$ cat src/rtl/mfw_pkg.sv
// ----------------------------------------------------------------------------
// mfw_pkg
// Shared types and constants for the mecanum four-wheel speed controller.
// ----------------------------------------------------------------------------
package mfw_pkg;

  localparam int NUM_WHEELS = 4;
  localparam int N_STG      = 5;   // lane pipeline stages

  // Field widths
  localparam int TGT_W   = 16;  // input target / measurement fields
  localparam int DUTY_W  = 16;
  localparam int GAIN_W  = 32;
  localparam int ILIM_W  = 15;
  localparam int MIX_W   = 18;  // mixed wheel target
  localparam int MEAS_W  = 17;  // measurement after optional negation
  localparam int ERR_W   = 19;
  localparam int FILT_W  = 18;
  localparam int INTEG_W = 16;
  localparam int DIFF_W  = 20;
  localparam int SUM_W   = 37;  // full width PID sum

  // Q15.16 products
  localparam int FRAC_BITS = 16;
  localparam logic [FRAC_BITS-1:0] Q_ROUND = '1;

  // Divide by five as multiply by reciprocal, exact for magnitudes below 2^22
  localparam int DIV5_IN_W  = 20;
  localparam int DIV5_SHIFT = 22;
  localparam logic [DIV5_IN_W-1:0] DIV5_MULT = 20'd838861;

  // Configuration port
  localparam int CFG_ADDR_W = 5;
  localparam int CFG_IDX_W  = 3;
  localparam int CFG_DATA_W = 32;

  localparam logic [CFG_IDX_W-1:0] REG_GAIN_P    = 3'd0;
  localparam logic [CFG_IDX_W-1:0] REG_GAIN_I    = 3'd1;
  localparam logic [CFG_IDX_W-1:0] REG_GAIN_D    = 3'd2;
  localparam logic [CFG_IDX_W-1:0] REG_INT_LIMIT = 3'd3;
  localparam logic [CFG_IDX_W-1:0] REG_DUTY_LIM  = 3'd4;

  localparam logic signed [GAIN_W-1:0] GAIN_P_RST = -32'sd41287680;
  localparam logic signed [GAIN_W-1:0] GAIN_I_RST = -32'sd8520;
  localparam logic signed [GAIN_W-1:0] GAIN_D_RST = 32'sd0;
  localparam logic [ILIM_W-1:0]        ILIM_RST   = 15'd10000;
  localparam logic [DUTY_W-1:0]        DLIM_RST   = 16'd8000;

  typedef struct packed {
    logic signed [GAIN_W-1:0] gain_p;
    logic signed [GAIN_W-1:0] gain_i;
    logic signed [GAIN_W-1:0] gain_d;
    logic [ILIM_W-1:0]        integral_limit;
    logic [DUTY_W-1:0]        duty_limit;
  } mfw_cfg_t;

  // Per-stage load strobes, shared by all lanes
  typedef struct packed {
    logic [N_STG-1:0] ld;
  } mfw_ld_t;

endpackage

$ cat src/rtl/mfw_cfg.sv
// ----------------------------------------------------------------------------
// mfw_cfg
// APB-style register file holding PID gains and limits.
// ----------------------------------------------------------------------------
module mfw_cfg (
  input  logic                              clk,
  input  logic                              rst_n,
  input  logic                              psel,
  input  logic                              penable,
  input  logic                              pwrite,
  input  logic [mfw_pkg::CFG_ADDR_W-1:0]    paddr,
  input  logic [mfw_pkg::CFG_DATA_W-1:0]    pwdata,
  output logic [mfw_pkg::CFG_DATA_W-1:0]    prdata,
  output logic                              pready,
  output mfw_pkg::mfw_cfg_t                 cfg
);

  mfw_pkg::mfw_cfg_t              cfg_r;
  mfw_pkg::mfw_cfg_t              cfg_nxt;
  logic [mfw_pkg::CFG_IDX_W-1:0]  idx;
  logic                           wr_en;

  assign pready = 1'b1;
  assign idx    = paddr[mfw_pkg::CFG_ADDR_W-1:2];
  assign wr_en  = psel && penable && pwrite;

  always_comb begin
    cfg_nxt = cfg_r;
    if (wr_en) begin
      unique case (idx)
        mfw_pkg::REG_GAIN_P:    cfg_nxt.gain_p = pwdata;
        mfw_pkg::REG_GAIN_I:    cfg_nxt.gain_i = pwdata;
        mfw_pkg::REG_GAIN_D:    cfg_nxt.gain_d = pwdata;
        mfw_pkg::REG_INT_LIMIT: cfg_nxt.integral_limit = pwdata[mfw_pkg::ILIM_W-1:0];
        mfw_pkg::REG_DUTY_LIM:  cfg_nxt.duty_limit = pwdata[mfw_pkg::DUTY_W-1:0];
        default:                ; // drop writes beyond the register list
      endcase
    end
  end

  always_ff @(posedge clk) begin
    if (!rst_n) begin
      cfg_r.gain_p         <= mfw_pkg::GAIN_P_RST;
      cfg_r.gain_i         <= mfw_pkg::GAIN_I_RST;
      cfg_r.gain_d         <= mfw_pkg::GAIN_D_RST;
      cfg_r.integral_limit <= mfw_pkg::ILIM_RST;
      cfg_r.duty_limit     <= mfw_pkg::DLIM_RST;
    end else begin
      cfg_r <= cfg_nxt;
    end
  end

  always_comb begin
    unique case (idx)
      mfw_pkg::REG_GAIN_P:    prdata = cfg_r.gain_p;
      mfw_pkg::REG_GAIN_I:    prdata = cfg_r.gain_i;
      mfw_pkg::REG_GAIN_D:    prdata = cfg_r.gain_d;
      mfw_pkg::REG_INT_LIMIT: prdata = {{(mfw_pkg::CFG_DATA_W-mfw_pkg::ILIM_W){1'b0}},
                                        cfg_r.integral_limit};
      mfw_pkg::REG_DUTY_LIM:  prdata = {{(mfw_pkg::CFG_DATA_W-mfw_pkg::DUTY_W){1'b0}},
                                        cfg_r.duty_limit};
      default:                prdata = '0;
    endcase
  end

  assign cfg = cfg_r;

endmodule

$ cat config.mk
export PLATFORM = sky130hd
export DESIGN_NAME = mfw_cfg
export DESIGN_NICKNAME = d
export VERILOG_FILES = /design/src/rtl/mfw_pkg.sv /design/src/rtl/mfw_cfg.sv
export SDC_FILE = /design/constraint.sdc
export NUM_CORES = 1
export LEC_CHECK = 0
export ABC_AREA = 1
export BUFFER_PORTS_ARGS = -buffer_cell sky130_fd_sc_hd__buf_2
export CORE_ASPECT_RATIO = 2
export CORE_MARGIN = 2
export CORE_UTILIZATION = 46
export CTS_CLUSTER_SIZE = 10
export DETAILED_ROUTE_END_ITERATION = 6
export HOLD_SLACK_MARGIN = 0.15
export PLACE_DENSITY = 0.77
export SYNTH_ARGS = -nofsm -noshare
export SYNTH_HDL_FRONTEND = slang
export SYNTH_SLANG_ARGS = --single-unit
export TNS_END_PERCENT = 5
$ cat constraint.sdc
create_clock -name clk -period 1.92 [get_ports clk]
set_clock_uncertainty 0.1 [all_clocks]
set_input_delay 0.384 -clock clk [delete_from_list [all_inputs] [get_ports clk]]
set_output_delay 0.384 -clock clk [all_outputs]
set_load 0.005 [all_outputs]
==> impl_metrics.yaml, run 1 <==
critical_path:
  crit_type: "input pin to output pin"
  cp_data_arrival_time_ns: 1.38
  cpLargestDelayFamily: "buffers and inverters"
  end_kind: "output pin"
  start_kind: "input pin"
  rrSetupSlack_ns: 1.19
  reg2reg_from: "cfg[100]"
  crit_fanout: 9
  crit_buf_inv: 5
  rr_worst_depth: 2
  startpoint: "paddr[4]"
  required_ns: 1.44
  path_cells: "buf_6 > inv_8 > buf_4 > buf_4 > nand3_1 > nand2_1 > nor2_1 > nand2_1 > buf_2"
  slowest_delay_ns: 0.18
  cp_slowest_cell: "nor2_1"
  path_depth: 9
  r2r_end: "cfg[100]"
finish:
  layout-area-overhead-vs-synth_pct: 40.3
  drive_above_1_share_pct: 26.7
  largest_reg_flops: 127
  n_antenna_cell: 0
  nets: 1211
  layout_common_cells: "nand2_1, buf_2, nor2_1"
  final_common_cell: "nand2_1"
  final_cell_area_mm2: 0.00850
  fin_util_pct: 65.8
sta:
  rsz0062_at_grt: "true"
  holdWs_ns: 0.195
  drv_slew: 0
  setup_viol: 0
  period_share_pct: 96.8
  clock.fmax_mhz: 538
  post-route-min-period_ns: 1.86
  hold_viol_final: 0
min_path:
  hold_depth: 2
  hp-start: "rst_n"
  hold_path.class: "input pin to flop"
  holdPathEnd: "cfg[90]"
yosys:
  syn_nets: 965
  synthCells: 923
  synth_seq_cells: 127
  synth_top_area_share_pct: 41.9
  yosysSeqAreaShare_pct: 41.9
  yosysTopAreaCell: "dfxtp_1"
  yosys-top-cells-area: "dfxtp_1, nand2_1, nand3_1"
  synth.distinct_cells: 21
  syn_area_per_cell_um2: 6.57
  syn-cell-area_mm2: 0.00606
  yosys_warnings: 0
grt:
  grt_max_degree: 40
  track_usage_pct: 28.2
  grt_busiest_layer: "met2"
  gr-total-overflow: 0
  grt_pass1_vias: 6601
  antenna_found_initial: 0
  met2_usage_pct: 50.2
  use_met1_pct: 29.8
  grtUsageMet3_pct: 6.41
  grt_pass1_wl_um: 32000
placement:
  place_congestion: 0.870
  hpwl_um: 14000
  io_buffer_count: 198
  placed_area_mm2: 0.00744
power_and_ir_drop:
  p_sw_mw: 1.69
  p_sw_share_pct: 26.0
  leakagePower_nw: 4.35
  p_per_area_mw_per_mm2: 764
  intPower_mw: 4.81
  clock_power_share_pct: 47.5
  p_seq_share_pct: 41.5
  pwr-share-comb_pct: 11.0
  ir_worst_vdd_mv: 0.649
cts:
  cts_tree: "done"
  clkTransAtPathRegs_ns: 0.06
  cts-root-buf: "clkbuf_16"
  htree_levels: 4
  clock-sinks: 127
  numCtsBuffers: 17
  cts_buffer_depth: 2
  clock_latency_ns: 0.41
outcome:
  status: "finished clean"
run:
  drv_cap: 0
drt:
  drcViolationCount: 0
  vias: 6912
  wirelength_um: 20400
  drt-pass1-iter-count: 6
  routed_via_density: 5.18
  wl_per_cell_um: 15.3
  ant_nets: 0
  drtIter0Drc: 515
floorplan:
  dieHeight_um: 166
  die_w_um: 85.2
  die_area_mm2: 0.0142
  io_pins: 202
  rows: 59
  core_area_mm2: 0.0129
  initial_core_util_pct: 46.9
worst register-to-register path, delay by kind of cell, from the launching register on:
| family | cells | cell delay [ns] |
|---|---|---|
| simple gates | 2 | 0.17 |
| flops | 1 | 0.40 |
cells by family after synthesis:
group / after synthesis / synth area share [%]
other: 1 / 0.0619
buffers and inverters: 105 / 9.02
AND/OR/NAND/NOR: 690 / 49.0
flip-flops: 127 / 41.9
per-layer routing:
| layer | vias up | part of all wire [%] |
|---|---|---|
| met3 | 79 | 6.4 |
| met1 | 3117 | 36 |
| met4 | 0 | 5.1 |
| met5 | - | 0 |
| li1 | 3397 | - |
| met2 | 319 | 53 |
power by group through the flow:
stage | Sequential (mW) | Clock [mW] | Combinational, mW
after floorplan | 2.75 | 0 | 0.337
after global placement | 2.75 | 0 | 0.608
after detailed placement | 2.76 | 0 | 0.613
after CTS | 2.70 | 3.12 | 0.662
after global routing | 2.70 | 3.24 | 0.775
final | 2.70 | 3.09 | 0.712
Yosys cell counts:
master    instances
buf_1            13
nand3_1         176
buf_6            10
buf_4            12
nand3_2           2
nand2_1         304
nand2_2           5
nor2_8            2
nor2_4            6
nand4_1          15
dfxtp_1         127
buf_2            23
nor2_2            2
clkinv_2          1
conb_1            1
nand3_4           1
inv_1            38
inv_4             1
clkbuf_1          6
nor2_1          177
inv_2             1
through the flow:
stage / std cells / setup slack [ns] / power, mW / setup TNS, ns
after detailed placement: 1261 / -0.00996 / 3.37 / -0.00996
after global placement: 1261 / -0.0211 / 3.36 / -0.0211
after floorplan: 923 / 0.218 / 3.09 / 0
final: 1334 / 0.0610 / 6.50 / 0
after CTS: 1322 / 0.00245 / 6.48 / 0
after global routing: 1334 / -0.00448 / 6.72 / -0.00448
worst max path at each step:
stage / end / slack, ns
global placement: prdata[15] / -0.02
detailed placement: prdata[15] / -0.01
floorplan: prdata[9] / 0.22
CTS: prdata[15] / 0.002
finish: prdata[6] / 0.06
global route: prdata[15] / -0.004
area by class of cell:
cell class | count | area (um2)
sequential | 127 | 2540
timing repair buffer | 291 | 2030
multi-input combinational | 691 | 3000
inverter | 41 | 173
clock buffer | 18 | 439
clock inverter | 14 | 133
fill | 1153 | 4420
tap | 152 | 190
timing repair:
action,4_1_cts,5_1_grt
setup buffers,0,10
pin swaps,0,4
endpoints found under the hold margin,45,0
cloned,0,2
resized for setup,1,20
hold buffers,29,0
endpoints found under the setup margin,4,20
Note: power is estimated with default switching activity, not from simulation.
==> inputs of run 2 (changes only) <==
Settings changed: ABC_AREA 1 to default.
==> impl_metrics.yaml, run 2 <==
critical_path:
  end_kind: "output pin"
  r2r_end: "cfg[69]"
  required_ns: 1.44
  crit_fanout: 10
  cp-endpoint: "prdata[11]"
  start_kind: "input pin"
  startpoint: "paddr[2]"
  rrSetupSlack_ns: 1.09
  crit_type: "input pin to output pin"
  rr_worst_depth: 2
  cp_data_arrival_time_ns: 1.42
  reg2reg_from: "cfg[69]"
finish:
  largest_reg_flops: 127
  fillers: 1048
  final_common_cell: "buf_2"
  fin_util_pct: 63.9
  nets: 903
  layout-area-overhead-vs-synth_pct: 36.4
  sequential_cell_area_mm2: 0.00254
  multi_input_area_mm2: 0.00289
  layout_common_cells: "buf_2, dfxtp_1, nand2_1"
  stdcell_count: 1024
  drive_above_1_share_pct: 34.1
cts:
  cts_buffer_depth: 2
  cts-root-buf: "clkbuf_16"
  clock_latency_ns: 0.41
  clkTransAtPathRegs_ns: 0.05
  cts_tree: "done"
  htree_levels: 4
  clock-sinks: 127
  numCtsBuffers: 17
drt:
  drt-pass1-iter-count: 5
  wl_per_cell_um: 18.0
  drtIter0Drc: 262
  drcViolationCount: 0
  vias: 5663
  routed_via_density: 5.53
  wirelength_um: 18400
  ant_nets: 0
sta:
  rsz0062_at_grt: "true"
  drv_slew: 0
  setup_viol: 0
  hold_viol_final: 0
  period_share_pct: 99.1
  clock.fmax_mhz: 526
  setup_slack_ns: 0.0180
  post-route-min-period_ns: 1.90
yosys:
  synth_most_common_cell: "dfxtp_1"
  yosys-top-cells-count: "dfxtp_1, nand2_1, mux2i_1"
  ys_async_sr_fraction_pct: 0
  syn_area_per_cell_um2: 9.09
  yosys-top-cells-area: "dfxtp_1, mux2i_1, nand2_1"
  synth_flop_cell: "dfxtp_1"
  yosysSeqAreaShare_pct: 43.2
  syn-cell-area_mm2: 0.00588
  synth_top_area_share_pct: 43.2
  yosysTopAreaCell: "dfxtp_1"
  synth.distinct_cells: 36
  synth_seq_cells: 127
  synthCells: 647
  yosys_warnings: 0
  synth_edf_count: 0
  syn_nets: 689
outcome:
  status: "finished clean"
placement:
  io_buffer_count: 198
  hpwl_um: 12800
  dpl.cell_count: 972
  place_congestion: 0.811
  dpl_worst_slack_ns: -0.309
run:
  drv_cap: 0
min_path:
  hold_path.class: "input pin to flop"
  hold_depth: 3
grt:
  grt_pass1_vias: 5392
  antenna_found_initial: 0
  grt_max_degree: 79
  gr-total-overflow: 0
  track_usage_pct: 26.0
  grt_pass1_wl_um: 28100
floorplan:
  die_area_mm2: 0.0138
  die_w_um: 84.0
  rows: 58
  initial_core_util_pct: 46.8
  io_pins: 202
  core_area_mm2: 0.0126
  dieHeight_um: 164
power_and_ir_drop:
  leakagePower_nw: 3.84
  p_total_mw: 6.55
  ir_worst_vdd_mv: 0.716
  p_per_area_mw_per_mm2: 817
-- run 2: how the worst min path moves through the flow --
| stage | from | endpoint | slack (ns) |
|---|---|---|---|
| floorplan | cfg[31] | cfg[31] | 0.36 |
| global placement | cfg[38] | cfg[38] | 0.35 |
| detailed placement | cfg[44] | cfg[44] | 0.36 |
| CTS | pwdata[22] | cfg[85] | 0.15 |
| global route | pwdata[29] | cfg[60] | 0.15 |
| finish | pwdata[29] | cfg[60] | 0.16 |
-- run 2: critical path: stages --
cell and delay, ns:
buf_6 0.15, buf_12 0.16, mux2_2 0.33, a22oi_1 0.14
o22ai_1 0.10, buf_2 0.14
-- run 2: repair_timing --
action,CTS,global route
endpoints found under the setup margin,21,32
pin swaps,0,1
hold buffers,14,0
gates resized for setup,15,7
hold endpoints to repair,19,0
gates cloned,1,0
setup buffers,0,5
-- run 2: area by class of cell --
class / count / area share [%]
multi-input cells: 420 / 36.1
well taps: 150 / 2.34
repair buffers: 256 / 20.5
flip-flops and latches: 127 / 31.7
inverters: 39 / 1.82
clock buffers: 19 / 5.52
diodes: 1 / 0.0312
clock inverters: 12 / 2.00
-- run 2: per-layer routing --
| metal | track usage [%] | wire, um |
|---|---|---|
| met2 | 48.9 | 10100 |
| met1 | 27.0 | 6880 |
| met5 | 0 | 0 |
| met4 | 14.6 | 638 |
| met3 | 4.22 | 798 |
-- run 2: report_power, final --
part | switching, mW | leakage (nW) | internal [mW]
Sequential | 0.0208 | 1.03 | 2.66
Combinational | 0.322 | 2.53 | 0.266
Clock | 1.20 | 0.282 | 2.08
Total | 1.55 | 3.84 | 5.01
-- run 2: through the flow --
step | setup TNS [ns] | hold WS (ns) | area [um2]
4_1_cts | -0.00237 | 0.150 | 7940
6_report | 0 | 0.164 | 8020
5_1_grt | -0.499 | 0.153 | 8020
2_1_floorplan | 0 | 0.362 | 5880
3_3_place_gp | -4.89 | 0.354 | 7110
3_5_place_dp | -5.57 | 0.359 | 7110
-- run 2: cells by family (layout without fill, tap and decap cells) --
group,after synthesis,count (layout),synth area share (%)
buffers and inverters,100,326,8.32
multiplexers,121,121,20.9
flip-flops,127,127,43.2
AND/OR/NAND/NOR,168,168,11.9
other,1,2,0.0638
AO/OA/AOI/OAI,130,130,15.6
==> inputs of run 3 (changes only) <==
Settings changed: CORE_MARGIN 2 to 3, PLACE_DENSITY 0.77 to default, PLACE_DENSITY_LB_ADDON from default to 0.2.
==> impl_metrics.yaml, run 3 (same netlist as run 2, synthesis figures left out) <==
finish:
  layout_common_cells: "buf_2, dfxtp_1, nand2_1"
  largest_reg_flops: 127
  fin_util_pct: 64.9
  sequential_cell_area_mm2: 0.00254
  fillers: 1063
  stdcell_count: 1019
  nets: 901
  drive_above_1_share_pct: 35.2
  n_antenna_cell: 0
  final_cell_area_mm2: 0.00800
  multi_input_area_mm2: 0.00294
  final_common_cell: "buf_2"
  layout-area-overhead-vs-synth_pct: 36.1
sta:
  post-route-min-period_ns: 1.88
  drv_slew: 0
  hold_viol_final: 0
  setup_viol: 0
  holdWs_ns: 0.172
  clock.fmax_mhz: 531
  period_share_pct: 98.1
  rsz0062_at_grt: "true"
critical_path:
  reg2reg_from: "cfg[20]"
  required_ns: 1.44
  crit_fanout: 7
  r2r_end: "cfg[20]"
  rr_worst_depth: 1
  crit_type: "input pin to output pin"
  start_kind: "input pin"
  startpoint: "paddr[2]"
  end_kind: "output pin"
  cp_data_arrival_time_ns: 1.40
  rrSetupSlack_ns: 1.13
drt:
  ant_nets: 0
  wl_per_cell_um: 18.5
  drt-pass1-iter-count: 5
  drtIter0Drc: 249
  wirelength_um: 18900
  vias: 5650
  drcViolationCount: 0
  routed_via_density: 5.54
grt:
  grt_pass1_wl_um: 29400
  grt_max_degree: 56
  track_usage_pct: 26.0
  antenna_found_initial: 0
  gr-total-overflow: 0
  grt_pass1_vias: 5724
min_path:
  hp-start: "pwdata[18]"
  hold_path.class: "input pin to flop"
  hold_depth: 3
  holdPathEnd: "cfg[49]"
power_and_ir_drop:
  p_sw_share_pct: 25.7
  p_per_area_mw_per_mm2: 773
  intPower_mw: 4.60
  p_sw_mw: 1.59
  p_total_mw: 6.19
  pwr-share-comb_pct: 9.8
  p_seq_share_pct: 43.3
  ir_worst_vdd_mv: 0.637
  clock_power_share_pct: 46.9
  leakagePower_nw: 3.82
floorplan:
  core_area_mm2: 0.0123
  initial_core_util_pct: 47.7
  io_pins: 202
  die_w_um: 86.0
  dieHeight_um: 166
  rows: 57
  die_area_mm2: 0.0143
cts:
  clock-sinks: 127
  cts_tree: "done"
  numCtsBuffers: 17
  cts-root-buf: "clkbuf_16"
  clock_latency_ns: 0.40
  cts_buffer_depth: 2
  clkTransAtPathRegs_ns: 0.06
  htree_levels: 4
placement:
  placed_area_mm2: 0.00716
  place_congestion: 0.798
  io_buffer_count: 198
  dpl.cell_count: 969
  hpwl_um: 13300
run:
  drv_cap: 0
outcome:
  status: "finished clean"
## run 3: through the flow
step,setup WS [ns],setup TNS (ns)
2_1_floorplan,0.0609,0
3_3_place_gp,-0.0543,-0.266
3_5_place_dp,-0.0730,-0.547
4_1_cts,-0.0256,-0.103
5_1_grt,-0.00647,-0.0105
6_report,0.0363,0
## run 3: layout make-up
class / instances / share of cell area [%]
Multi-Input combinational cell: 420 / 36.7
Sequential cell: 127 / 31.8
Timing Repair Buffer: 254 / 20.6
Clock buffer: 18 / 5.36
Tap cell: 147 / 2.30
Inverter: 39 / 1.83
Clock inverter: 14 / 1.39
## run 3: repair_timing
item	in CTS	in global routing
hold buffers	15	0
setup buffers	0	2
cloned	0	1
gates resized for setup	5	24
endpoints found under the hold margin	18	0
pin swaps	0	2
endpoints found under the setup margin	14	32
## run 3: how the worst max path moves through the flow
stage	end	slack (ns)
4_1_cts	prdata[5]	-0.03
3_5_place_dp	prdata[8]	-0.07
6_report	prdata[11]	0.04
5_1_grt	prdata[0]	-0.006
2_1_floorplan	prdata[7]	0.06
3_3_place_gp	prdata[8]	-0.05
## run 3: worst max-delay path, cell delays in order
cell,delay [ns]
buf_6,0.12
clkbuf_16,0.18
mux2_2,0.35
a22oi_2,0.13
o22ai_1,0.10
buf_2,0.13
## run 3: power groups by stage
stage          combinational, mW  clock (mW)  sequential, mW
2_1_floorplan              0.299           0            2.74
3_3_place_gp               0.533           0            2.74
3_5_place_dp               0.545           0            2.74
4_1_cts                    0.572        2.97            2.68
5_1_grt                    0.646        3.09            2.68
6_report                   0.603        2.91            2.68
## run 3: per-layer routing
layer / track usage [%] / share of wire (%) / vias up
met2: 47.4 / 54 / 227
met4: 12.6 / 3.8 / 0
li1: - / - / 2670
met1: 28.1 / 37 / 2702
met3: 4.12 / 5.1 / 51
met5: 0 / 0 / -
